<file path="config.mk">
export PLATFORM = sky130hd
export DESIGN_NAME = obj_face_index_parser
export DESIGN_NICKNAME = d
export VERILOG_FILES = /design/src/rtl/core/ofip_pkg.sv /design/src/rtl/core/ofip_in_reg.sv /design/src/rtl/core/ofip_parse.sv /design/src/rtl/core/ofip_out_reg.sv /design/src/rtl/core/obj_face_index_parser.sv
export SDC_FILE = /design/constraint.sdc
export NUM_CORES = 1
export LEC_CHECK = 0
export ABC_AREA = 1
export BUFFER_PORTS_ARGS = -buffer_cell sky130_fd_sc_hd__clkbuf_2
export CAP_MARGIN = 20
export CORE_ASPECT_RATIO = 1.25
export CORE_MARGIN = 2
export CORE_UTILIZATION = 49
export CTS_CLUSTER_DIAMETER = 80
export DETAILED_ROUTE_END_ITERATION = 16
export PLACE_DENSITY_LB_ADDON = 0.15
export SYNTH_ARGS = -nofsm -noshare
export SYNTH_HDL_FRONTEND = slang
export SYNTH_SLANG_ARGS = --single-unit
</file>
<file path="constraint.sdc">
create_clock -name clk -period 7.2 [get_ports clk]
set_input_delay 0 -clock clk [delete_from_list [all_inputs] [get_ports clk]]
set_output_delay 0 -clock clk [all_outputs]
set_load 0.02 [all_outputs]
</file>
<file path="src/rtl/core/ofip_pkg.sv">
// shared types and constants for the obj face index parser
// no dependencies; imported by every module of the block
package ofip_pkg;

  // default index range in bits
  localparam int INDEX_BITS_DEF = 32;

  // field widths
  localparam int CH_W    = 8;
  localparam int IDX_W   = 32;
  localparam int OUT_DW  = 3 * IDX_W;
  localparam int OUT_UW  = 2;
  localparam int PH_W    = 3;

  // parse phase codes
  localparam logic [PH_W-1:0] PH_START  = 3'd0;
  localparam logic [PH_W-1:0] PH_NUM0   = 3'd1;
  localparam logic [PH_W-1:0] PH_SLASH1 = 3'd2;
  localparam logic [PH_W-1:0] PH_NUM1   = 3'd3;
  localparam logic [PH_W-1:0] PH_NUM2   = 3'd4;
  localparam logic [PH_W-1:0] PH_ERR    = 3'd5;

  // characters
  localparam logic [CH_W-1:0] CH_SPACE = 8'h20;
  localparam logic [CH_W-1:0] CH_SLASH = 8'h2F;
  localparam logic [CH_W-1:0] CH_ZERO  = 8'h30;
  localparam logic [CH_W-1:0] CH_NINE  = 8'h39;

  // one input beat
  typedef struct packed {
    logic [CH_W-1:0] ch;
    logic            is_end;
  } item_t;

  // one result beat
  typedef struct packed {
    logic [IDX_W-1:0] vertex_index;
    logic [IDX_W-1:0] texcoord_index;
    logic [IDX_W-1:0] normal_index;
    logic             triple_valid;
    logic             parse_error;
    logic             last;
  } res_t;

endpackage

</file>
<file path="src/rtl/core/ofip_in_reg.sv">
// input register of the obj face index parser: holds one character beat
// depends on ofip_pkg
module ofip_in_reg (
  input  logic           clk,
  input  logic           rst_n,
  input  logic           in_valid,
  output logic           in_ready,
  input  ofip_pkg::item_t in_item,
  input  logic           advance,
  output logic           item_valid,
  output ofip_pkg::item_t item
);
  import ofip_pkg::*;

  logic  valid_r;
  logic  valid_nxt;
  item_t item_r;

  // free when empty or when the held beat moves on this cycle
  assign in_ready = !valid_r || advance;

  always_comb begin
    valid_nxt = valid_r;
    if (in_ready) begin
      valid_nxt = in_valid;
    end
  end

  // control
  always_ff @(posedge clk) begin
    if (!rst_n) begin
      valid_r <= 1'b0;
    end else begin
      valid_r <= valid_nxt;
    end
  end

  // payload
  always_ff @(posedge clk) begin
    if (in_valid && in_ready) begin
      item_r <= in_item;
    end
  end

  assign item_valid = valid_r;
  assign item       = item_r;

endmodule

</file>
<file path="src/rtl/core/ofip_parse.sv">
// parse state and per-character step logic of the obj face index parser
// depends on ofip_pkg
module ofip_parse #(
  parameter int INDEX_BITS = ofip_pkg::INDEX_BITS_DEF
) (
  input  logic            clk,
  input  logic            rst_n,
  input  logic            item_valid,
  input  ofip_pkg::item_t item,
  input  logic            advance,
  output logic            emit,
  output ofip_pkg::res_t  res
);
  import ofip_pkg::*;

  localparam int PROD_W = INDEX_BITS + 4;

  logic [PH_W-1:0]       phase_r, phase_nxt;
  logic [INDEX_BITS-1:0] first_r, first_nxt;
  logic [INDEX_BITS-1:0] second_r, second_nxt;
  logic [INDEX_BITS-1:0] third_r, third_nxt;
  logic                  seen_r, seen_nxt;
  logic                  err_r, err_nxt;

  logic                  consume;
  logic                  is_digit;
  logic [3:0]            digit;
  logic [INDEX_BITS-1:0] acc_sel;
  logic [INDEX_BITS-1:0] base;
  logic [PROD_W-1:0]     base_x;
  logic [PROD_W-1:0]     prod;
  logic                  ovf;
  logic [INDEX_BITS-1:0] sum;
  logic [63:0]           first_w, second_w, third_w;
  logic [IDX_W-1:0]      first_o, second_o, third_o;

  assign consume  = item_valid && advance;
  assign is_digit = item.ch inside {[CH_ZERO:CH_NINE]};
  assign digit    = is_digit ? item.ch[3:0] : 4'd0;

  // accumulator of the current number; a fresh number starts from zero
  always_comb begin
    case (phase_r)
      PH_NUM0: acc_sel = first_r;
      PH_NUM1: acc_sel = second_r;
      default: acc_sel = third_r;
    endcase
  end
  assign base = (phase_r == PH_SLASH1 || !seen_r) ? '0 : acc_sel;

  // times ten plus digit, overflow in the top four bits
  assign base_x = PROD_W'(base);
  assign prod   = (base_x << 3) + (base_x << 1) + PROD_W'(digit);
  assign ovf    = |prod[PROD_W-1:INDEX_BITS];
  assign sum    = prod[INDEX_BITS-1:0];

  // low 32 bits of each index
  assign first_w  = 64'(first_r);
  assign second_w = 64'(second_r);
  assign third_w  = 64'(third_r);
  assign first_o  = first_w[IDX_W-1:0];
  assign second_o = second_w[IDX_W-1:0];
  assign third_o  = third_w[IDX_W-1:0];

  // step logic
  always_comb begin
    phase_nxt  = phase_r;
    first_nxt  = first_r;
    second_nxt = second_r;
    third_nxt  = third_r;
    seen_nxt   = seen_r;
    err_nxt    = err_r;
    emit       = 1'b0;
    res        = '0;

    if (item.is_end) begin
      // end marker: always one result, then back to reset state
      emit            = 1'b1;
      res.last        = 1'b1;
      res.parse_error = err_r;
      case (phase_r)
        PH_NUM0: begin
          if (seen_r) begin
            res.triple_valid   = 1'b1;
            res.vertex_index   = first_o;
            res.texcoord_index = first_o;
            res.normal_index   = first_o;
          end else begin
            res.parse_error = 1'b1;
          end
        end
        PH_SLASH1: begin
          res.parse_error = 1'b1;
        end
        PH_NUM1: begin
          if (seen_r) begin
            res.triple_valid   = 1'b1;
            res.vertex_index   = first_o;
            res.texcoord_index = second_o;
            res.normal_index   = IDX_W'(1);
          end else begin
            res.parse_error = 1'b1;
          end
        end
        PH_NUM2: begin
          if (seen_r) begin
            res.triple_valid   = 1'b1;
            res.vertex_index   = first_o;
            res.texcoord_index = second_o;
            res.normal_index   = third_o;
          end else begin
            res.parse_error = 1'b1;
          end
        end
        default: begin
        end
      endcase
      phase_nxt  = PH_START;
      first_nxt  = '0;
      second_nxt = '0;
      third_nxt  = '0;
      seen_nxt   = 1'b0;
      err_nxt    = 1'b0;
    end else begin
      case (phase_r)
        PH_START: begin
          if (item.ch == CH_SPACE) begin
            first_nxt  = '0;
            second_nxt = '0;
            third_nxt  = '0;
            seen_nxt   = 1'b0;
            phase_nxt  = PH_NUM0;
          end else begin
            emit            = 1'b1;
            res.parse_error = 1'b1;
            err_nxt         = 1'b1;
            phase_nxt       = PH_ERR;
          end
        end
        PH_NUM0, PH_NUM1, PH_NUM2: begin
          if (is_digit) begin
            if (ovf) begin
              emit            = 1'b1;
              res.parse_error = 1'b1;
              err_nxt         = 1'b1;
              phase_nxt       = PH_ERR;
            end else begin
              seen_nxt = 1'b1;
              case (phase_r)
                PH_NUM0: first_nxt  = sum;
                PH_NUM1: second_nxt = sum;
                default: third_nxt  = sum;
              endcase
            end
          end else if (!seen_r) begin
            // leading spaces are skipped, anything else is a missing number
            if (item.ch != CH_SPACE) begin
              emit            = 1'b1;
              res.parse_error = 1'b1;
              err_nxt         = 1'b1;
              phase_nxt       = PH_ERR;
            end
          end else if (item.ch == CH_SPACE) begin
            // group closed by a space: emit and open the next group
            emit             = 1'b1;
            res.triple_valid = 1'b1;
            res.vertex_index = first_o;
            case (phase_r)
              PH_NUM0: begin
                res.texcoord_index = first_o;
                res.normal_index   = first_o;
              end
              PH_NUM1: begin
                res.texcoord_index = second_o;
                res.normal_index   = IDX_W'(1);
              end
              default: begin
                res.texcoord_index = second_o;
                res.normal_index   = third_o;
              end
            endcase
            first_nxt  = '0;
            second_nxt = '0;
            third_nxt  = '0;
            seen_nxt   = 1'b0;
            phase_nxt  = PH_NUM0;
          end else if (phase_r == PH_NUM2) begin
            // junk after the third index: the group still goes out, flagged
            emit               = 1'b1;
            res.triple_valid   = 1'b1;
            res.parse_error    = 1'b1;
            res.vertex_index   = first_o;
            res.texcoord_index = second_o;
            res.normal_index   = third_o;
            err_nxt            = 1'b1;
            phase_nxt          = PH_ERR;
          end else if (item.ch == CH_SLASH) begin
            if (phase_r == PH_NUM0) begin
              phase_nxt = PH_SLASH1;
            end else begin
              phase_nxt = PH_NUM2;
              seen_nxt  = 1'b0;
            end
          end else begin
            emit            = 1'b1;
            res.parse_error = 1'b1;
            err_nxt         = 1'b1;
            phase_nxt       = PH_ERR;
          end
        end
        PH_SLASH1: begin
          if (item.ch == CH_SLASH) begin
            // omitted texture index
            second_nxt = IDX_W'(1) > 0 ? INDEX_BITS'(1) : '0;
            third_nxt  = '0;
            seen_nxt   = 1'b0;
            phase_nxt  = PH_NUM2;
          end else if (item.ch == CH_SPACE) begin
            second_nxt = '0;
            seen_nxt   = 1'b0;
            phase_nxt  = PH_NUM1;
          end else if (is_digit && !ovf) begin
            second_nxt = sum;
            seen_nxt   = 1'b1;
            phase_nxt  = PH_NUM1;
          end else begin
            emit            = 1'b1;
            res.parse_error = 1'b1;
            err_nxt         = 1'b1;
            phase_nxt       = PH_ERR;
          end
        end
        default: begin
        end
      endcase
    end
  end

  // control state
  always_ff @(posedge clk) begin
    if (!rst_n) begin
      phase_r <= PH_START;
      seen_r  <= 1'b0;
      err_r   <= 1'b0;
    end else if (consume) begin
      phase_r <= phase_nxt;
      seen_r  <= seen_nxt;
      err_r   <= err_nxt;
    end
  end

  // accumulators, cleared to zero by reset
  always_ff @(posedge clk) begin
    if (!rst_n) begin
      first_r  <= '0;
      second_r <= '0;
      third_r  <= '0;
    end else if (consume) begin
      first_r  <= first_nxt;
      second_r <= second_nxt;
      third_r  <= third_nxt;
    end
  end

endmodule

</file>
<file path="src/rtl/core/ofip_out_reg.sv">
// result register of the obj face index parser
// depends on ofip_pkg
module ofip_out_reg (
  input  logic           clk,
  input  logic           rst_n,
  input  logic           load,
  input  ofip_pkg::res_t res,
  output logic           slot_free,
  output logic           out_valid,
  input  logic           out_ready,
  output ofip_pkg::res_t out_res
);
  import ofip_pkg::*;

  logic valid_r;
  logic valid_nxt;
  res_t res_r;

  // slot can take a new result when empty or being drained
  assign slot_free = !valid_r || out_ready;

  always_comb begin
    valid_nxt = valid_r;
    if (load) begin
      valid_nxt = 1'b1;
    end else if (out_ready) begin
      valid_nxt = 1'b0;
    end
  end

  // control
  always_ff @(posedge clk) begin
    if (!rst_n) begin
      valid_r <= 1'b0;
    end else begin
      valid_r <= valid_nxt;
    end
  end

  // payload
  always_ff @(posedge clk) begin
    if (load) begin
      res_r <= res;
    end
  end

  assign out_valid = valid_r;
  assign out_res   = res_r;

endmodule

</file>
<file path="src/rtl/core/obj_face_index_parser.sv">
// Face index parser for the argument text of an OBJ face line.
// Input channel: one character per beat in in_tdata; in_tlast marks the end
// of the text and carries no character. Each group " v", " v/t", " v//n" or
// " v/t/n" gives one result beat with the three indices in out_tdata and
// out_tuser[0] set; an omitted t or n reads as 1, a lone v fills all three.
// A bad character, a missing number or an index past INDEX_BITS gives one
// beat with out_tuser[1] set, and the rest of the line is skipped.
// The end beat always gives a result with out_tlast set, holding the last
// group if it completes one and the line's error flag.
// A result passes the input register, then the result register. Throughput:
// one character per cycle while the result register is free, set by the
// single parse step between the two registers.
// A stalled receiver holds the result register; the input register keeps
// accepting one more beat, and in_tready falls while both are full.
// Reset (synchronous, active low) empties both registers and returns the
// parser to the start of a line.
// depends on ofip_pkg, ofip_in_reg, ofip_parse, ofip_out_reg
module obj_face_index_parser #(
  parameter int INDEX_BITS = ofip_pkg::INDEX_BITS_DEF
) (
  input  logic                        clk,
  input  logic                        rst_n,
  input  logic                        in_tvalid,
  output logic                        in_tready,
  input  logic [ofip_pkg::CH_W-1:0]   in_tdata,   // [7:0] ch
  input  logic                        in_tlast,   // is_end
  output logic                        out_tvalid,
  input  logic                        out_tready,
  output logic [ofip_pkg::OUT_DW-1:0] out_tdata,  // [31:0] vertex_index,
                                                  // [63:32] texcoord_index,
                                                  // [95:64] normal_index
  output logic [ofip_pkg::OUT_UW-1:0] out_tuser,  // [0] triple_valid,
                                                  // [1] parse_error
  output logic                        out_tlast   // last
);
  import ofip_pkg::*;

  item_t in_item;
  item_t item;
  logic  item_valid;
  logic  slot_free;
  logic  emit;
  res_t  res;
  res_t  out_res;

  assign in_item.ch     = in_tdata;
  assign in_item.is_end = in_tlast;

  // input register
  ofip_in_reg u_in (
    .clk        (clk),
    .rst_n      (rst_n),
    .in_valid   (in_tvalid),
    .in_ready   (in_tready),
    .in_item    (in_item),
    .advance    (slot_free),
    .item_valid (item_valid),
    .item       (item)
  );

  // parse step
  ofip_parse #(
    .INDEX_BITS (INDEX_BITS)
  ) u_parse (
    .clk        (clk),
    .rst_n      (rst_n),
    .item_valid (item_valid),
    .item       (item),
    .advance    (slot_free),
    .emit       (emit),
    .res        (res)
  );

  // result register
  ofip_out_reg u_out (
    .clk       (clk),
    .rst_n     (rst_n),
    .load      (item_valid && slot_free && emit),
    .res       (res),
    .slot_free (slot_free),
    .out_valid (out_tvalid),
    .out_ready (out_tready),
    .out_res   (out_res)
  );

  // result beat packing
  assign out_tdata = {out_res.normal_index, out_res.texcoord_index, out_res.vertex_index};
  assign out_tuser = {out_res.parse_error, out_res.triple_valid};
  assign out_tlast = out_res.last;

endmodule

</file>
# Word-level counts from Yosys, hierarchy flattened
# Index checks and enable logic that the tools add are counted.
word_totals:
  regBits: 211
  output_inout_bits: 101
  wordCells: 169
op_classes:
  n_addsub: 2
  n_lt_le_gt_ge: 2
  n_eq_ne: 23
  mux: 101
  n_reduce_logical: 25
ops:
  columns: ["operator", "count"]
  rows:
  - ["$mux W97", 8]
  - ["$mux W32", 23]
  - ["$pmux W97 S3", 1]
  - ["$pmux W32 S3", 2]
  - ["$pmux W32 S2", 2]
  - ["$pmux W64 S2", 1]
  - ["$mux W98", 1]
  - ["$mux W1", 43]
  - ["$mux W3", 13]
  - ["$add A35 B33 Y36", 1]
  - ["$add A36 B4 Y36", 1]
  - ["$ne A4 B4 Y1 const B", 5]
  - ["$eq A8 B6 Y1 const B", 2]
  - ["$ne A3 B3 Y1 const B", 5]
  - ["$pmux W1 S3", 4]
  - ["$reduce_and A6 Y1", 2]
  - ["$ne A5 B5 Y1 const B", 2]
  - ["$reduce_and A10 Y1", 1]
  - ["$reduce_and A5 Y1", 2]
  - ["$pmux W3 S3", 1]
  - ["$ge A8 B6 Y1 const B", 1]
  - ["$le A8 B6 Y1 const B", 1]
  - ["$ne A8 B6 Y1 const B", 1]
  - ["$eq A3 B2 Y1 const B", 2]
  - ["other kinds (19)", 28]

# Longest topological paths before layout
# Gate-level depths: netlist (run 1).
logic_depth:
  word_depth: 15
  ltp_mapped: 34

# Cells and area by module
# Synthesis (run 1) repeated with hierarchy kept, for this count alone.
unflattened:
  cells_unflattened: 2453
  area_unflattened_um2: 16191.8
by_module_without_submodules:
  columns: ["module", "n_inst", "cells_per_inst", "area_per_inst_um2"]
  rows:
  - ["ofip_parse", 1, 2329, 12837.3]
  - ["ofip_out_reg", 1, 105, 3019.1]
  - ["ofip_in_reg", 1, 16, 321.6]
  - ["obj_face_index_parser", 1, 3, 13.8]

# Worst setup path after synthesis (run 1)
# No wires, ideal clock.
synth_timing:
  path_type: "reg2reg"
  startpoint: "register u_parse.phase_r[2]"
  endpoint: "register u_out.res_r (netlist bit u_out.out_res[0]) (enable)"
  setup_time_ns: 0.453
  arrival_ns: 5.351
  slack_ns: 1.396
  path_stages_with_launch: 30
  n_path_buf: 1
  synth_period_minus_slack_ns: 5.804
  path_cell_list: "dfxtp_1 inv_2 nand2_4 inv_2 nand2_4 clkbuf_1 nor2_1 a211oi_1 a211oi_1 ha_1 ha_1 inv_1 fa_1 inv_1 nand3_1 nand2_1 nand2_1 nand2_1 nand2_1 nand2_1 nand2_1 nand2_1 nand2_1 nand2_1 nor2_4 nand3_4 a21oi_1 nand2_1 nand2_1 inv_1"
synth_between:
  elab_chain_len: 14
  elab_cells_between_ends: 25
  cone_classes: "2 x add/sub; 4 x eq/ne; 12 x mux; 7 x reduce/logical"
synth_lines:
  columns: ["item", "line", "rtl"]
  rows:
  - ["start, declared", "ofip_parse.sv:18", "logic [PH_W-1:0] phase_r, phase_nxt;"]
  - ["start signal, assigned", "ofip_parse.sv:246", "phase_r <= phase_nxt;"]
  - ["$eq A3 B2 Y1 (tied with other cells)", "ofip_parse.sv:43, ofip_parse.sv:125", null]
  - ["$pmux W32 S2 or $logic_or A1 B1 Y1 (tied branches)", "ofip_parse.sv:43, ofip_parse.sv:49", null]
  - ["$mux W32", "ofip_parse.sv:49", "assign base = (phase_r == PH_SLASH1 || !seen_r) ? '0 : acc_sel;"]
  - ["$add A35 B33 Y36", "ofip_parse.sv:53", "assign prod = (base_x << 3) + (base_x << 1) + PROD_W'(digit);"]
  - ["$add A36 B4 Y36", "ofip_parse.sv:53", null]
  - ["$reduce_or A4 Y1", "ofip_parse.sv:54", "assign ovf = |prod[PROD_W-1:INDEX_BITS];"]
  - ["$logic_not A1 Y1", "ofip_parse.sv:222", "end else if (is_digit && !ovf) begin"]
  - ["$logic_and A1 B1 Y1", "ofip_parse.sv:222", null]
  - ["$mux W1", "ofip_parse.sv:222", null]
  - ["$mux W1", "ofip_parse.sv:218", "end else if (item.ch == CH_SPACE) begin"]
  - ["$mux W1", "ofip_parse.sv:212", "if (item.ch == CH_SLASH) begin"]
  - ["$pmux W1 S3 (*)", "ofip_parse.sv:125", "case (phase_r)"]
  - ["$mux W1 (*)", "ofip_parse.sv:76", "if (item.is_end) begin"]
  - ["$logic_and A1 B1 Y1 (*)", "obj_face_index_parser.sv:78", ".load (item_valid && slot_free && emit),"]
  - ["named net u_out.load", "ofip_out_reg.sv:6", "input logic load,"]
  - ["end signal, assigned", "ofip_out_reg.sv:43", "res_r <= res;"]
  - ["end, declared", "ofip_out_reg.sv:17", "res_t res_r;"]
# Mark *: on every way through the listed nets, which the timed path passes. The rest lies on a longest branch.
# A chain may end at the register's enable or synchronous reset.

# Worst setup path in the final report (run 1)
layout_timing:
  startpoint: "register u_parse.phase_r[2]"
  endpoint: "register u_parse.third_r[28] (netlist: u_parse.third_o[28])"
layout_between:
  elab_chain_len: 10
  elab_cells_between_ends: 24
  cone_classes: "2 x add/sub; 8 x eq/ne; 7 x mux; 7 x reduce/logical"
layout_lines:
  columns: ["item", "line", "rtl"]
  rows:
  - ["$eq A3 B2 Y1 (tied with other cells)", "ofip_parse.sv:43, ofip_parse.sv:125, ofip_parse.sv:149", null]
  - ["$pmux W32 S2 or $logic_or A1 B1 Y1 (tied branches)", "ofip_parse.sv:43, ofip_parse.sv:49", null]
  - ["$mux W32", "ofip_parse.sv:49", null]
  - ["$add A35 B33 Y36", "ofip_parse.sv:53", null]
  - ["$add A36 B4 Y36", "ofip_parse.sv:53", null]
  - ["$mux W32", "ofip_parse.sv:149", "case (phase_r)"]
  - ["$mux W32", "ofip_parse.sv:142", "if (ovf) begin"]
  - ["$mux W32", "ofip_parse.sv:141", "if (is_digit) begin"]
  - ["$pmux W32 S3", "ofip_parse.sv:125", null]
  - ["$mux W32", "ofip_parse.sv:76", null]
  - ["end signal, assigned", "ofip_parse.sv:261", "third_r <= third_nxt;"]
  - ["end, declared", "ofip_parse.sv:21", "logic [INDEX_BITS-1:0] third_r, third_nxt;"]
# Parallel ways exist; a longest one is shown, timed or not. The select of a mux whose other input is x is not followed.

==> key figures, run 1 <==
Die
  • Vert. Die Dim: 203 µm
  • Standard cell core area: 0.0316 mm²
  • Placement row count: 73
  • Die width: 164 µm
  • Die outline area: 0.0333 mm²
  • Ports: 114
  • Starting utilization of the core area: 0.493

Clock tree
  • Number of buffers inserted by post-CTS setup repair: 0
  • Post-cts sizing count: 0
  • Clock transition time at the flip-flop clock pins of the worst setup and hold paths: 0.06 ns
  • Total clock buffers created by CTS: 23
  • Buffer type at the clock tree root: sky130_fd_sc_hd__clkbuf_16
  • CTS hold repair buffers: 14
  • CTS tree: done
  • Clk Latency, worst-skew pair: 0.54 ns
  • Number of levels the H-tree was split into: 1
  • Total clock sinks: 211
  • Clock tree buffer depth: 3

STA
  • Layout Skew: 0.0164 ns
  • RSZ-0062 raised after global routing: false
  • Fin. Hold Viols: 0
  • Tightest Pin Transition: 1.07 ns
  • Sum Neg Setup Slack: 0 ns
  • Setup violation total in the final timing report: 0
  • Fin worst setup slack: 0.955 ns
  • Shortest period the worst path allows: 6.25 ns
  • Max-slew headroom at the worst pin: 0.289
  • Ratio of final minimum period to clock period: 0.867
  • Count of final max-slew check failures: 0
  • Peak Freq: 0.160 GHz

Synthesis
  • Seq cells post-synth: 211
  • Most frequent cells after synthesis: 552 x sky130_fd_sc_hd__nand2_1, 323 x sky130_fd_sc_hd__nor2_1, 254 x sky130_fd_sc_hd__a21oi_1
  • Cell with the most instances after synthesis: sky130_fd_sc_hd__nand2_1
  • Post-synth top area share: 0.208
  • Dominant cells by area after synthesis: sky130_fd_sc_hd__edfxtp_1 21%, sky130_fd_sc_hd__nand2_1 13%, sky130_fd_sc_hd__dfxtp_1 13%, sky130_fd_sc_hd__a21oi_1 8.2%, sky130_fd_sc_hd__nor2_1 7.8%
  • Yosys warning count: 0
  • Syn Inst Count: 2355
  • Synthesized netlist net count: 2433
  • Number of synthesized flops with an enable pin: 108
  • Dominant cell type by area after synthesis: sky130_fd_sc_hd__edfxtp_1
  • Share of the yosys chip area belonging to registers: 0.340
  • Post-synthesis cell area: 0.0156 mm²
  • Most frequently used flop master after synthesis: sky130_fd_sc_hd__edfxtp_1
  • Proportion of synthesized flip-flops having asynchronous set or reset: 0
  • Number of distinct standard cells referenced by the synthesized netlist: 51
  • Post-synthesis average cell area: 6.62 µm²

Detailed routing
  • Met2 Wirelength: 25.9 mm
  • Total length of routed wires: 59.7 mm
  • DR WL/cell: 21.1 µm
  • Via-to-Cell Ratio: 6.07
  • Detailed-route DRC error count: 0
  • DR pass1 iterations: 10
  • Top metal layer carrying routed signals: met5
  • Metal1 wirelength: 23.5 mm
  • Routed vias: 17.2k
  • Number of antenna-violating nets in the routed design: 0
  • Routed met3 length: 7.10 mm
  • Number of DRC violations after detailed-routing iteration 0: 2265

Finish
  • Number of non-filler instances in the completed layout: 2828
  • Layout Nets: 2478
  • Proportion of layout cells with a drive suffix above 1: 0.0911
  • Cell area after layout: 0.0173 mm²
  • Signed area change from the synthesized netlist to the final layout: 11.1%
  • Antenna diode count: 0
  • # fillers: 3192

Setup path
  • Crit-path most repeated cell: sky130_fd_sc_hd__nand2_1
  • Worst reg2reg setup slack: 0.95 ns
  • Capture instance of the worst register-to-register path: u_parse.third_o[28]
  • Start point of the critical path: u_parse.phase_r[2]
  • Slowest Stage Delay on Critical Path: 0.54 ns
  • Worst endpoint data arrival time: 6.71 ns
  • Count of buffer and inverter cells on the critical path: 6
  • Cell count of the worst reg-to-reg path: 30
  • Endpoint kind of the worst setup timing path: flop
  • End of the critical path: u_parse.third_o[28]
  • Slowest library cell on the worst path: sky130_fd_sc_hd__nand2_4
  • Family with the most delay on the worst path: simple AND/OR/NAND/NOR gates
  • Crit start category: flop
  • Data required time of the critical path: 7.67 ns
  • Worst setup path category: flop to flop
  • WP depth: 30
  • Max Fanout on Critical Path: 47
  • FF-to-FF Start: u_parse.phase_r[2]

Placement
  • Placer congestion estimate: 1.00
  • PortBufs: 113
  • Post-placement setup slack: 1.04 ns
  • HPWL after DPL: 40.4 mm
  • Placed instance area: 0.0164 mm²
  • Count of placed standard cells including taps: 2772

Global routing
  • Number of antenna violations at the first check in global routing: 1
  • Overall overflow remaining after global route: 0
  • Global-route total usage across every layer: 0.351
  • Global-route wire length before repair: 90.7 mm
  • Via count of the first global-routing pass: 15.9k
  • Largest net degree at the start of global routing: 85

Power
  • Switching power total: 0.000925 W
  • Proportion of total power due to net switching: 0.295
  • Clock power frac: 0.404
  • IR Drop Worst-Case VDD: 0.145 mV
  • Comb power frac: 0.159
  • Power density over the cells: 181 mW/mm²
  • LEAKAGE: 7.10 nW
  • Internal power component: 0.00221 W
  • Reg power frac: 0.437

Hold path
  • Hold path startpoint: in_tlast
  • Tightest Hold Check Type: input port to flop
  • Hold Path Stages: 2

Outcome
  • Status: completed

Flow run
  • MaxCap Viol Count: 0
==> power groups by stage <==
stage / sequential [W] / clock [W] / combinational (W)
4_1_cts: 0.00137 / 0.00128 / 0.000480
5_1_grt: 0.00137 / 0.00132 / 0.000535
3_5_place_dp: 0.00139 / 0 / 0.000472
2_1_floorplan: 0.00142 / 0 / 0.000292
3_3_place_gp: 0.00139 / 0 / 0.000468
6_report: 0.00137 / 0.00127 / 0.000498
==> flip-flops by register name, indices dropped and copies added, names as in the netlist <==
name              count
u_parse.err_r         1
u_parse.first_o      32
u_parse.second_o     32
u_out.out_res        99
u_out.out_valid       1
u_parse.seen_r        1
u_in.item             9
u_parse.phase_r       3
u_in.item_valid       1
u_parse.third_o      32
==> through the flow <==
step | hold WS, ns | power, W | utilization
after floorplan | 0.0989 | 0.00171 | -
after global placement | 0.176 | 0.00186 | 0.518
after detailed placement | 0.179 | 0.00187 | 0.518
after CTS | 0.176 | 0.00313 | 0.547
after global routing | 0.202 | 0.00323 | 0.548
final | 0.192 | 0.00313 | 0.548
==> worst min path at each step <==
stage,endpoint,slack [ns]
after floorplan,u_in.item[0],0.1
after global placement,u_in.item[0],0.18
after detailed placement,u_in.item[7],0.18
after CTS,u_in.item[3],0.18
after global routing,u_in.item[0],0.20
final,u_in.item[0],0.19
==> final cells by class <==
type / instances / area [µm²] / share of cell area
sequential: 211 / 5310 / 0.306
inverter: 265 / 998 / 0.0576
multi-input combinational: 1735 / 8700 / 0.502
clock buffer: 29 / 608 / 0.0351
tap: 412 / 515 / 0.0298
timing repair buffer: 164 / 1020 / 0.0587
clock inverter: 12 / 175 / 0.0101
==> worst reg2reg max path: cells and delay by family, from the launching register on <==
kind | cells | cell delay [ns]
AND/OR/NAND/NOR | 18 | 2.93
buffers and inverters | 6 | 1.21
adder cells (fa/ha/maj) | 3 | 1.05
AO/OA/AOI/OAI | 3 | 0.59
flip-flops | 1 | 0.39
==> cells by family (layout without fill, tap and decap cells) <==
family,count (synthesis),in the layout,share of synthesized area
AOI/OAI and AO/OA,619,619,0.228
and+or+nand+nor,1036,1036,0.267
xor gates and xnor gates,15,15,0.00843
buffers and inverters,409,470,0.102
adders and majority gates,65,65,0.0531
DFF,211,211,0.340
==> layer usage <==
metal / up-vias / GRT usage
li1: 7979 / -
met1: 7800 / 0.470
met2: 1155 / 0.541
met3: 225 / 0.0645
met4: 2 / 0.185
met5: - / 0
==> cell usage in the layout, fill, tap and decap left out, drive strengths merged, types with 2 or more instances in the layout <==
cell type and count:
buf 37, and3 2, xor2 8, nand2 557
dfxtp 103, o211ai 20, a221oi 3, o21a 5
dlygate4sd3 14, inv 262, a22oi 3, o21ai 151
o31ai 5, ha 63, a31oi 7, fa 2
xnor2 7, o22ai 62, a21oi 255, clkbuf 142
nor3 42, a21boi 3, nor4 3, clkinv 11
a211oi 95, bufinv 4, nand4 5, or2 8
nand3b 2, o21bai 5, nand3 85, nor2 329
and2 2, edfxtp 108
No activity file was read; power rests on OpenSTA's default activity.
==> run 2, diff against run 1 <==
Settings changed: CORE_UTILIZATION 49 to 51.
==> key figures, run 2 (synthesized netlist as in run 1, its figures left out) <==
Clock tree
  • Total clock buffers created by CTS: 23
  • Number of levels the H-tree was split into: 1
  • Clock transition time at the flip-flop clock pins of the worst setup and hold paths: 0.06 ns
  • Total clock sinks: 211
  • Post-cts sizing count: 0
  • Buffer type at the clock tree root: sky130_fd_sc_hd__clkbuf_16
  • Clock tree buffer depth: 3
  • Clk Latency, worst-skew pair: 0.54 ns
  • CTS tree: done

STA
  • Ratio of final minimum period to clock period: 0.895
  • Peak Freq: 0.155 GHz
  • Fin. Hold Viols: 0
  • Setup violation total in the final timing report: 0
  • Shortest period the worst path allows: 6.44 ns
  • RSZ-0062 raised after global routing: false
  • Layout Skew: 0.0220 ns
  • Max-slew headroom at the worst pin: 0.299
  • Tightest Pin Transition: 1.05 ns
  • Count of final max-slew check failures: 0
  • Sum Neg Setup Slack: 0 ns

Outcome
  • Status: completed

Setup path
  • Slowest Stage Delay on Critical Path: 0.79 ns
  • Max Fanout on Critical Path: 52
  • Endpoint kind of the worst setup timing path: flop
  • Worst setup path category: flop to flop
  • Data required time of the critical path: 7.60 ns
  • Start point of the critical path: u_parse.phase_r[2]
  • Slowest library cell on the worst path: sky130_fd_sc_hd__inv_2
  • Crit-path most repeated cell: sky130_fd_sc_hd__nand2_1
  • Crit start category: flop
  • Worst endpoint data arrival time: 6.84 ns
  • FF-to-FF Start: u_parse.phase_r[2]

Global routing
  • Via count of the first global-routing pass: 15.6k
  • Global-route total usage across every layer: 0.360
  • Largest net degree at the start of global routing: 78
  • Number of antenna violations at the first check in global routing: 1
  • Global-route wire length before repair: 89.3 mm
  • Overall overflow remaining after global route: 0

Placement
  • HPWL after DPL: 39.5 mm
  • Placer congestion estimate: 1.04
  • PortBufs: 113
  • Placed instance area: 0.0164 mm²

Hold path
  • Tightest Hold Check Type: input port to flop
  • Hold path startpoint: in_tlast

Die
  • Standard cell core area: 0.0301 mm²
  • Starting utilization of the core area: 0.518
  • Die outline area: 0.0320 mm²
  • Die width: 160 µm
  • Ports: 114
  • Placement row count: 71
  • Vert. Die Dim: 199 µm

Finish
  • Proportion of layout cells with a drive suffix above 1: 0.0914
  • Multi-input gate area in the final layout: 0.00870 mm²
  • Antenna diode count: 0
  • Area of all sequential standard cells: 0.00531 mm²
  • # fillers: 2980
  • Most used cells in the layout excluding fill and tap cells: 552 x sky130_fd_sc_hd__nand2_1, 321 x sky130_fd_sc_hd__nor2_1, 253 x sky130_fd_sc_hd__a21oi_1
  • Flip-flop count of the largest register, all copies and words added: 99
  • Signed area change from the synthesized netlist to the final layout: 10.5%
  • Cell area after layout: 0.0172 mm²
  • Leading cell type in the layout, fill and taps excluded: sky130_fd_sc_hd__nand2_1
  • Layout Nets: 2479

Detailed routing
  • Routed vias: 17.2k
  • Via-to-Cell Ratio: 6.10
  • Number of antenna-violating nets in the routed design: 0
  • DR pass1 iterations: 7
  • DR WL/cell: 20.9 µm
  • Detailed-route DRC error count: 0
  • Total length of routed wires: 59.0 mm
  • Number of DRC violations after detailed-routing iteration 0: 2177

Power
  • Power density over the cells: 175 mW/mm²
  • LEAKAGE: 7.07 nW
  • IR Drop Worst-Case VDD: 0.194 mV

Flow run
  • MaxCap Viol Count: 0
run 2: layout make-up:
type	instances	share of cell area
clock buffer	29	0.0359
sequential	211	0.308
timing repair buffer	165	0.0581
clock inverter	13	0.00574
multi-input combinational	1735	0.505
inverter	265	0.0580
tap	401	0.0291
run 2: critical path, delay by kind of cell (launching register included):
family | cells | cell delay (ns)
AOI/OAI and AO/OA | 4 | 0.88
adders and majority gates | 3 | 0.92
buffers and inverters | 5 | 1.37
and+or+nand+nor | 17 | 2.73
DFF | 1 | 0.35
run 2: worst paths after layout:
| kind | depth (start not counted) | slack, ns | to |
|---|---|---|---|
| max | 29 | 0.76 | u_parse.first_o[17] |
| min reg2reg | 2 | 0.47 | u_parse.first_o[26] |
| max reg2reg | 29 | 0.76 | u_parse.first_o[17] |
| min | 2 | 0.19 | u_in.item[0] |
run 2: power breakdown:
group          switching (W)  total (W)  internal, W  leakage, nW
Sequential         0.0000403    0.00137      0.00133         1.85
Clock               0.000513    0.00116     0.000645        0.350
Combinational       0.000363   0.000495     0.000132         4.87
run 2: repair_timing:
item,in CTS,in global routing
hold buffers,13,0
setup endpoints to repair,0,0
endpoints found under the hold margin,11,0
buffers inserted,0,0
run 2: metrics by stage:
step / total power, W / instances / utilization / worst slack [ns] / hold slack, ns
floorplan: 0.00171 / 2355 / - / 1.40 / 0.0989
global placement: 0.00186 / 2764 / 0.544 / 1.22 / 0.179
detailed placement: 0.00186 / 2764 / 0.544 / 1.11 / 0.179
CTS: 0.00301 / 2819 / 0.572 / 1.05 / 0.160
global route: 0.00311 / 2819 / 0.572 / 0.454 / 0.197
finish: 0.00302 / 2819 / 0.572 / 0.758 / 0.189
run 2: per-layer routing:
layer,up-vias,routed length [µm],global-route usage
li1,7991,-,-
met3,249,7170,0.0639
met2,1160,25500,0.560
met5,-,8,0
met4,2,3190,0.180
met1,7807,23200,0.483
